--- config.mk ---
export PLATFORM = sky130hd
export DESIGN_NAME = timer_bank_oneshot_periodic_top
export DESIGN_NICKNAME = d
export VERILOG_FILES = /design/src/rtl/tbop_pkg.sv /design/src/rtl/tbop_ram.sv /design/src/rtl/timer_bank_oneshot_periodic_top.sv
export SDC_FILE = /design/constraint.sdc
export NUM_CORES = 2
export LEC_CHECK = 0
export BUFFER_PORTS_ARGS = -buffer_cell sky130_fd_sc_hd__buf_4
export CAP_MARGIN = 30
export CORE_ASPECT_RATIO = 0.5
export CORE_MARGIN = 2
export CORE_UTILIZATION = 45
export CTS_CLUSTER_DIAMETER = 150
export DETAILED_ROUTE_END_ITERATION = 8
export MAX_ROUTING_LAYER = met4
export PLACE_DENSITY_LB_ADDON = 0.3
export REMOVE_ABC_BUFFERS = 1
export SLEW_MARGIN = 20
export SYNTH_ARGS = -nofsm -noshare
export SYNTH_HDL_FRONTEND = slang
export SYNTH_SLANG_ARGS = --single-unit
--- constraint.sdc ---
create_clock -name clk -period 5.4 [get_ports clk]
set_input_delay 0.81 -clock clk [delete_from_list [all_inputs] [get_ports clk]]
set_output_delay 0.81 -clock clk [all_outputs]
set_load 0.1 [all_outputs]
--- src/rtl/tbop_pkg.sv ---
package tbop_pkg;

	localparam int SLOT_ID_W = 4;
	localparam int TIME_W = 48;
	localparam int MS_W = 32;
	localparam int MAX_EXPIRIES = 16;
	localparam int EXP_CNT_W = 5;

	typedef enum logic [1:0] {
		CMD_CREATE = 2'd0,
		CMD_SET = 2'd1,
		CMD_DELETE = 2'd2,
		CMD_TICK = 2'd3
	} tbop_cmd_t;

	typedef enum logic [1:0] {
		KIND_CREATE = 2'd0,
		KIND_SET = 2'd1,
		KIND_DELETE = 2'd2,
		KIND_EXPIRY = 2'd3
	} tbop_kind_t;

	typedef enum logic [2:0] {
		ST_IDLE,
		ST_CREATE,
		ST_REPLY,
		ST_TICK_INC,
		ST_TICK_RD,
		ST_TICK_CMP,
		ST_TICK_END
	} tbop_state_t;

	typedef struct packed {
		tbop_cmd_t cmd;
		logic [SLOT_ID_W-1:0] slot_id;
		logic [MS_W-1:0] initial_ms;
		logic [MS_W-1:0] period_ms;
	} tbop_req_t;

	typedef struct packed {
		tbop_kind_t kind;
		logic fail;
		logic [SLOT_ID_W-1:0] slot_out;
		logic last;
	} tbop_rsp_t;

endpackage

--- src/rtl/tbop_ram.sv ---
module tbop_ram #(
	parameter int WIDTH = 32,
	parameter int DEPTH = 16
) (
	input  logic clk,
	input  logic we,
	input  logic [((DEPTH > 1) ? $clog2(DEPTH) : 1)-1:0] waddr,
	input  logic [WIDTH-1:0] wdata,
	input  logic [((DEPTH > 1) ? $clog2(DEPTH) : 1)-1:0] raddr,
	output logic [WIDTH-1:0] rdata
);

	logic [WIDTH-1:0] mem_q [DEPTH];
	logic [WIDTH-1:0] rdata_q;

	always_ff @(posedge clk) begin
		if (we) begin
			mem_q[waddr] <= wdata;
		end
		rdata_q <= mem_q[raddr];
	end

	assign rdata = rdata_q;

endmodule

--- src/rtl/timer_bank_oneshot_periodic_top.sv ---
// Channel | Handshake            | Word
// req     | req_valid, req_ready | tbop_req_t: cmd, slot_id, initial_ms, period_ms
// rsp     | rsp_valid, rsp_ready | tbop_rsp_t: kind, fail, slot_out, last
//
// Set time and delete go straight to the reply; create first scans the slots for a free one.
// A tick steps the millisecond count, then scans the expiry and
// period memories with their registered read and the one shared 48-bit adder.
// Reset clears the slot flags and the millisecond count at once; no clearing pass.
// A stalled rsp holds the scan only when a second expiry is found while one waits.
module timer_bank_oneshot_periodic_top
	import tbop_pkg::*;
#(
	parameter int TIMER_COUNT = 16
) (
	input  logic clk,
	input  logic arst_n,
	input  logic req_valid,
	output logic req_ready,
	input  tbop_req_t req,
	output logic rsp_valid,
	input  logic rsp_ready,
	output tbop_rsp_t rsp
);

	localparam int IW = (TIMER_COUNT > 1) ? $clog2(TIMER_COUNT) : 1;
	localparam logic [IW-1:0] LAST_IDX = IW'(TIMER_COUNT - 1);
	localparam logic [6:0] COUNT7 = 7'(TIMER_COUNT);

	tbop_state_t state_q, state_d;

	logic [TIMER_COUNT-1:0] used_q;
	logic [TIMER_COUNT-1:0] armed_q;
	logic [TIME_W-1:0] now_q;
	logic [IW-1:0] idx_q;
	logic [EXP_CNT_W-1:0] n_q;
	logic pend_q;
	logic [SLOT_ID_W-1:0] pend_slot_q;
	logic rsp_valid_q;
	tbop_rsp_t rsp_q;

	tbop_cmd_t cmd_q;
	logic [MS_W-1:0] init_q;
	logic [MS_W-1:0] per_q;
	logic rep_fail_q;
	logic [SLOT_ID_W-1:0] rep_slot_q;
	logic [IW-1:0] rep_idx_q;

	logic accept;
	logic out_free;
	logic req_bad;
	logic [TIME_W-1:0] add_a, add_b, sum;
	logic [TIME_W-1:0] exp_rd;
	logic [MS_W-1:0] per_rd;
	logic slot_fire, cmp_go, cmp_stall;
	logic exp_we, per_we;
	logic [TIME_W-1:0] exp_wdata;
	logic [MS_W-1:0] per_wdata;
	logic [IW-1:0] waddr;
	logic ld_rsp;
	tbop_rsp_t rsp_d;
	logic rep_commit;

	assign accept = req_valid && req_ready;
	assign out_free = !rsp_valid_q || rsp_ready;
	assign req_bad = ({3'b000, req.slot_id} >= COUNT7) || !used_q[IW'(req.slot_id)];
	assign sum = add_a + add_b;
	assign slot_fire = used_q[idx_q] && armed_q[idx_q] && (exp_rd <= now_q)
		&& (n_q < EXP_CNT_W'(MAX_EXPIRIES));
	assign cmp_stall = slot_fire && pend_q && !out_free;
	assign cmp_go = slot_fire && !cmp_stall;
	assign rep_commit = (state_q == ST_REPLY) && out_free && !rep_fail_q;

	tbop_ram #(.WIDTH(TIME_W), .DEPTH(TIMER_COUNT)) u_exp_ram (
		.clk(clk),
		.we(exp_we),
		.waddr(waddr),
		.wdata(exp_wdata),
		.raddr(idx_q),
		.rdata(exp_rd)
	);

	tbop_ram #(.WIDTH(MS_W), .DEPTH(TIMER_COUNT)) u_per_ram (
		.clk(clk),
		.we(per_we),
		.waddr(waddr),
		.wdata(per_wdata),
		.raddr(idx_q),
		.rdata(per_rd)
	);

	always_comb begin
		state_d = state_q;
		unique case (state_q)
			ST_IDLE: begin
				if (req_valid) begin
					unique case (req.cmd)
						CMD_CREATE: state_d = ST_CREATE;
						CMD_TICK: state_d = ST_TICK_INC;
						default: state_d = ST_REPLY;
					endcase
				end
			end
			ST_CREATE: begin
				if (!used_q[idx_q] || (idx_q == LAST_IDX)) begin
					state_d = ST_REPLY;
				end
			end
			ST_REPLY: begin
				if (out_free) begin
					state_d = ST_IDLE;
				end
			end
			ST_TICK_INC: state_d = ST_TICK_RD;
			ST_TICK_RD: state_d = ST_TICK_CMP;
			ST_TICK_CMP: begin
				if (!cmp_stall) begin
					state_d = (idx_q == LAST_IDX) ? ST_TICK_END : ST_TICK_RD;
				end
			end
			ST_TICK_END: begin
				if (!pend_q || out_free) begin
					state_d = ST_IDLE;
				end
			end
			default: state_d = ST_IDLE;
		endcase
	end

	always_comb begin
		req_ready = (state_q == ST_IDLE);
		add_a = now_q;
		add_b = '0;
		exp_we = 1'b0;
		per_we = 1'b0;
		exp_wdata = sum;
		per_wdata = per_q;
		waddr = idx_q;
		ld_rsp = 1'b0;
		rsp_d = '{kind: KIND_EXPIRY, fail: 1'b0, slot_out: pend_slot_q, last: 1'b0};
		unique case (state_q)
			ST_REPLY: begin
				add_b = TIME_W'(init_q);
				waddr = rep_idx_q;
				if (rep_commit) begin
					if (cmd_q == CMD_CREATE) begin
						exp_we = 1'b1;
						per_we = 1'b1;
						exp_wdata = '0;
						per_wdata = '0;
					end else if (cmd_q == CMD_SET) begin
						exp_we = (init_q != '0);
						per_we = 1'b1;
					end
				end
				if (out_free) begin
					ld_rsp = 1'b1;
					rsp_d.fail = rep_fail_q;
					rsp_d.slot_out = rep_slot_q;
					rsp_d.last = 1'b1;
					unique case (cmd_q)
						CMD_CREATE: rsp_d.kind = KIND_CREATE;
						CMD_SET: rsp_d.kind = KIND_SET;
						CMD_DELETE: rsp_d.kind = KIND_DELETE;
						default: rsp_d.kind = KIND_EXPIRY;
					endcase
				end
			end
			ST_TICK_INC: begin
				add_b = TIME_W'(1);
			end
			ST_TICK_CMP: begin
				add_a = exp_rd;
				add_b = TIME_W'(per_rd);
				exp_we = cmp_go && (per_rd != '0);
				ld_rsp = cmp_go && pend_q;
			end
			ST_TICK_END: begin
				ld_rsp = pend_q && out_free;
				rsp_d.last = 1'b1;
			end
			default: begin
			end
		endcase
	end

	always_ff @(posedge clk or negedge arst_n) begin
		if (!arst_n) begin
			state_q <= ST_IDLE;
			used_q <= '0;
			armed_q <= '0;
			now_q <= '0;
			idx_q <= '0;
			n_q <= '0;
			pend_q <= 1'b0;
			rsp_valid_q <= 1'b0;
		end else begin
			state_q <= state_d;
			if (ld_rsp) begin
				rsp_valid_q <= 1'b1;
			end else if (rsp_ready) begin
				rsp_valid_q <= 1'b0;
			end
			if (accept) begin
				idx_q <= '0;
			end
			if ((state_q == ST_CREATE) && (state_d == ST_CREATE)) begin
				idx_q <= idx_q + 1'b1;
			end
			if (rep_commit) begin
				unique case (cmd_q)
					CMD_CREATE: begin
						used_q[rep_idx_q] <= 1'b1;
						armed_q[rep_idx_q] <= 1'b0;
					end
					CMD_SET: armed_q[rep_idx_q] <= (init_q != '0);
					CMD_DELETE: begin
						used_q[rep_idx_q] <= 1'b0;
						armed_q[rep_idx_q] <= 1'b0;
					end
					default: begin
					end
				endcase
			end
			if (state_q == ST_TICK_INC) begin
				now_q <= sum;
				idx_q <= '0;
				n_q <= '0;
			end
			if ((state_q == ST_TICK_CMP) && !cmp_stall) begin
				idx_q <= idx_q + 1'b1;
			end
			if ((state_q == ST_TICK_CMP) && cmp_go) begin
				if (per_rd == '0) begin
					armed_q[idx_q] <= 1'b0;
				end
				n_q <= n_q + 1'b1;
				pend_q <= 1'b1;
			end
			if ((state_q == ST_TICK_END) && out_free) begin
				pend_q <= 1'b0;
			end
		end
	end

	always_ff @(posedge clk) begin
		if (ld_rsp) begin
			rsp_q <= rsp_d;
		end
		if (accept) begin
			cmd_q <= req.cmd;
			init_q <= req.initial_ms;
			per_q <= req.period_ms;
			rep_fail_q <= req_bad;
			rep_slot_q <= req.slot_id;
			rep_idx_q <= IW'(req.slot_id);
		end
		if ((state_q == ST_CREATE) && (state_d == ST_REPLY)) begin
			rep_fail_q <= used_q[idx_q];
			rep_slot_q <= used_q[idx_q] ? '0 : SLOT_ID_W'(idx_q);
			rep_idx_q <= idx_q;
		end
		if ((state_q == ST_TICK_CMP) && cmp_go) begin
			pend_slot_q <= SLOT_ID_W'(idx_q);
		end
	end

	assign rsp_valid = rsp_valid_q;
	assign rsp = rsp_q;

endmodule

==> flow_metrics.py <==
metrics = {
    "status": {
        "run_status": "complete, no violations",
    },
    "cells_and_area": {
        "num-nets-final": 3567,
        "layout.cells.most_common": "sky130_fd_sc_hd__edfxtp_1",
        "drive_gt1_frac": 0.258,
        "n_fill_cell": 10700,
        "final_cell_mix": "sky130_fd_sc_hd__edfxtp_1, sky130_fd_sc_hd__mux4_2, sky130_fd_sc_hd__buf_4, sky130_fd_sc_hd__nand2_1, sky130_fd_sc_hd__clkbuf_16",
        "synthToLayoutAreaGrowth_pct": 13.5,
        "finish.cell_count_without_fillers": 5341,
    },
    "timing": {
        "totalNegativeSetupSlack_ps": 0,
        "worstMarginPinSlew_ps": 1020,
        "worst_slew_margin_rel": 0.314,
        "layout_worst_path_cycle_share": 0.923,
        "fin_skew_ps": 26.1,
        "report.final.setup_viol": 0,
        "timing.final.max_slew_violations": 0,
        "fin_crit_ps": 4980,
        "grt_setup_unrepaired": "false",
        "hold_viol": 0,
        "fmax_ghz": 0.201,
    },
    "clock_tree": {
        "insertion_delay_ps": 770,
        "tritoncts.num_buffers": 141,
        "post-cts-setup-buffer-count": 0,
        "cts_resized": 0,
        "clockBufferDepth": 3,
        "htree_depth": 4,
        "cts_tree": "yes",
        "clock_sinks": 1541,
        "ctsHoldBuffers": 0,
        "clk_transition_reported_paths_ps": 70,
        "cts.root.buffer_cell": "sky130_fd_sc_hd__clkbuf_16",
    },
    "yosys": {
        "synth_enable_flop_cells": 1367,
        "synth.yosys.seq_area_share": 0.727,
        "synth_top_family_by_area": "multiplexers",
        "synthFlopType": "sky130_fd_sc_hd__edfxtp_1",
        "post_synth_mux_area_share": 0.158,
        "postSynth.asyncResetShare": 0.0610,
        "share_of_the_synthesized_area_in_compound_gates_ao_oa_aoi_oai": 0.0357,
        "synth-adder-area-share": 0.0177,
        "yosys_warnings": 0,
        "synth_cell_area_mm2": 0.0619,
        "syn_area_per_cell_um2": 19.2,
        "post-synth-top-area-cell": "sky130_fd_sc_hd__edfxtp_1",
        "yosys_register_bits": 1541,
        "synthTopCellsByArea": "sky130_fd_sc_hd__edfxtp_1, sky130_fd_sc_hd__mux4_2, sky130_fd_sc_hd__dfrtp_1, sky130_fd_sc_hd__dfxtp_1, sky130_fd_sc_hd__ha_1",
        "synth.distinct_cells": 87,
        "synth_simple_gate_area_share": 0.0392,
        "synthXorXnorAreaFrac": 0.00721,
        "synth_cells": 3220,
        "synth.top_cell.area_share": 0.663,
    },
    "global_route": {
        "first_global_vias": 31500,
        "grt_overflow_total": 0,
        "wire_length_of_the_first_global_routing_pass_mm": 212,
        "total_global_route_track_usage": 0.213,
        "number_of_antenna_violations_at_the_first_check_in_global_routing": 6,
        "largest_net_degree_at_the_start_of_global_routing": 130,
    },
    "routing": {
        "drtIter0Drc": 3787,
        "detailed_routing_iterations_pass_1": 5,
        "viasPerCell": 5.92,
        "detail-route-antenna-nets": 0,
        "route.vias.total": 31600,
        "route.detailed.wl_per_inst_um": 27.2,
        "drc": 0,
        "detail_route.wirelength_mm": 145,
    },
    "worst_setup_path": {
        "critPathKind": "reg -> reg",
        "timing.critical_path.from_type": "register",
        "worstPathMaxFanout": 45,
        "worstPathArrival_ps": 5420,
        "cells_traversed_along_the_worst_timing_path": "and3b_4 -> nand2_1 -> nand2_1 -> ha_1 -> inv_1 -> fa_1 -> nand2b_1 -> a21oi_1 -> o221ai_1 -> o21a_1 -> o21a_1 -> o22ai_1 -> buf_4 -> xor2_1 -> nor2_1",
        "setup.worst_path.end_class": "register",
        "worst_path_max_delay_cell": "sky130_fd_sc_hd__and3b_4",
        "timing.critical_path.buf_inv": 2,
        "timing.critical_path.max_delay_family": "simple AND/OR/NAND/NOR gates",
        "worst-endpoint-required_ps": 5840,
        "timing.critical_path.slowest_cell_delay_ps": 690,
    },
    "worst_hold_path": {
        "hold_path_class": "in -> async",
    },
    "flow_run": {
        "timing.max_cap.violations": 0,
    },
    "floorplan": {
        "pin_count": 84,
        "die-area_mm2": 0.141,
        "floorplan.rows": 96,
        "floorplan.die.height_um": 266,
        "die_width_um": 529,
        "initial_core_util": 0.453,
        "core-area_mm2": 0.137,
    },
    "power_and_ir_drop": {
        "power.ir.vdd_worst_v": 0.000373,
        "cellPowerDensity_mw_per_mm2": 481,
        "leakage_nw": 23.0,
    },
    "placed_design": {
        "port-buffer-count": 83,
        "place.detailed.instances": 5057,
        "detailedPlacementHpwl_mm": 83.7,
        "globalplace.congestion": 0.918,
    },
}
[layout make-up]
type	count	area (um^2)	area share
antenna	3	7.51	0.000107
clock buffer	198	4000	0.0569
clock inverter	64	704	0.0100
inverter	76	292	0.00415
multi-input combinational	1451	16300	0.231
sequential	1541	45000	0.641
tap	1813	2270	0.0323
timing repair buffer	195	1730	0.0247
[report_power, final]
group,leakage (nW),switching [W],internal [W]
Sequential,14.4,0.000752,0.0153
Clock,2.30,0.00442,0.00571
Combinational,6.30,0.00473,0.00288
[layer usage]
metal	track usage	routed length, um	up-vias
li1	-	-	13400
met1	0.303	63500	16800
met2	0.320	68100	1171
met3	0.0349	10100	203
met4	0.0624	3370	0
met5	-	0	-
[cells by family after synthesis]
kind of cell,after synthesis
DFF,1541
and+or+nand+nor,509
muxes,461
AOI/OAI and AO/OA,343
buffers and inverters,228
adders and majority gates,87
xor gates and xnor gates,51
[cells in the mapped netlist (12+ instances only)]
master,instances
sky130_fd_sc_hd__and2_1,35
sky130_fd_sc_hd__ha_1,86
sky130_fd_sc_hd__nand4_1,29
sky130_fd_sc_hd__o21ai_0,96
sky130_fd_sc_hd__nor4_1,20
sky130_fd_sc_hd__a31oi_1,12
sky130_fd_sc_hd__xor2_1,23
sky130_fd_sc_hd__clkbuf_1,93
sky130_fd_sc_hd__dfrtp_1,94
sky130_fd_sc_hd__nand2b_1,13
sky130_fd_sc_hd__buf_1,23
sky130_fd_sc_hd__dfxtp_1,80
sky130_fd_sc_hd__xnor2_1,28
sky130_fd_sc_hd__mux4_2,413
sky130_fd_sc_hd__a21oi_1,96
sky130_fd_sc_hd__a22o_1,31
sky130_fd_sc_hd__nand2_1,164
sky130_fd_sc_hd__nor3_1,25
sky130_fd_sc_hd__edfxtp_1,1367
sky130_fd_sc_hd__nor2b_1,13
sky130_fd_sc_hd__inv_1,75
sky130_fd_sc_hd__mux2_2,20
sky130_fd_sc_hd__mux2i_1,28
sky130_fd_sc_hd__buf_2,32
sky130_fd_sc_hd__nand3_1,34
sky130_fd_sc_hd__a21o_1,31
sky130_fd_sc_hd__nor2_1,130
[state kept, by name, summed over array words and instances (netlist names), 2 cells and up, named ones only]
name / count
rep_slot_q: 4
state_q: 3
n_q: 5
armed_q: 16
rsp: 8
cmd_q: 2
rep_idx_q: 4
u_exp_ram.mem_q: 768
pend_slot_q: 4
u_per_ram.rdata: 32
init_q: 32
u_per_ram.mem_q: 512
u_exp_ram.rdata: 48
now_q: 48
idx_q: 4
per_q: 32
[worst paths after layout]
kind	start	end	slack [ps]	depth (start not counted)
worst max-delay path	state_q[1]$_DFF_PN0_	u_exp_ram.mem_q[3][34]$_DFFE_PP_	420	15
worst min-delay path	arst_n	asynchronous set/reset pin	130	1
worst max register to register	state_q[1]$_DFF_PN0_	u_exp_ram.mem_q[3][34]$_DFFE_PP_	420	15
worst min register to register	now_q[46]$_DFFE_PN0P_	now_q[46]$_DFFE_PN0P_	480	1
max in group asynchronous	arst_n	now_q[29]$_DFFE_PN0P_	4030	2
min in group clk	req[12]	per_q[12]$_DFFE_PP_	210	1
[worst register-to-register path, delay by kind of cell (launching register included)]
kind / cells / cell delay [ps]
AND/OR/NAND/NOR: 5 / 1710
AO/OA/AOI/OAI: 5 / 1360
adder cells (fa/ha/maj): 2 / 620
flip-flops: 1 / 510
buffers and inverters: 2 / 360
XOR/XNOR: 1 / 100
[per-stage QoR]
stage	area, um^2	util	power, W	worst slack (ps)	hold slack, ps
after detailed placement	65400	0.478	0.0238	246	466
after CTS	70100	0.512	0.0339	171	131
after global placement	65300	0.478	0.0235	362	465
after global routing	70300	0.514	0.0352	62.0	178
final	70300	0.514	0.0338	416	130
after floorplan	61300	-	0.0210	-11700	444
Power figures use the tool's default switching activity.
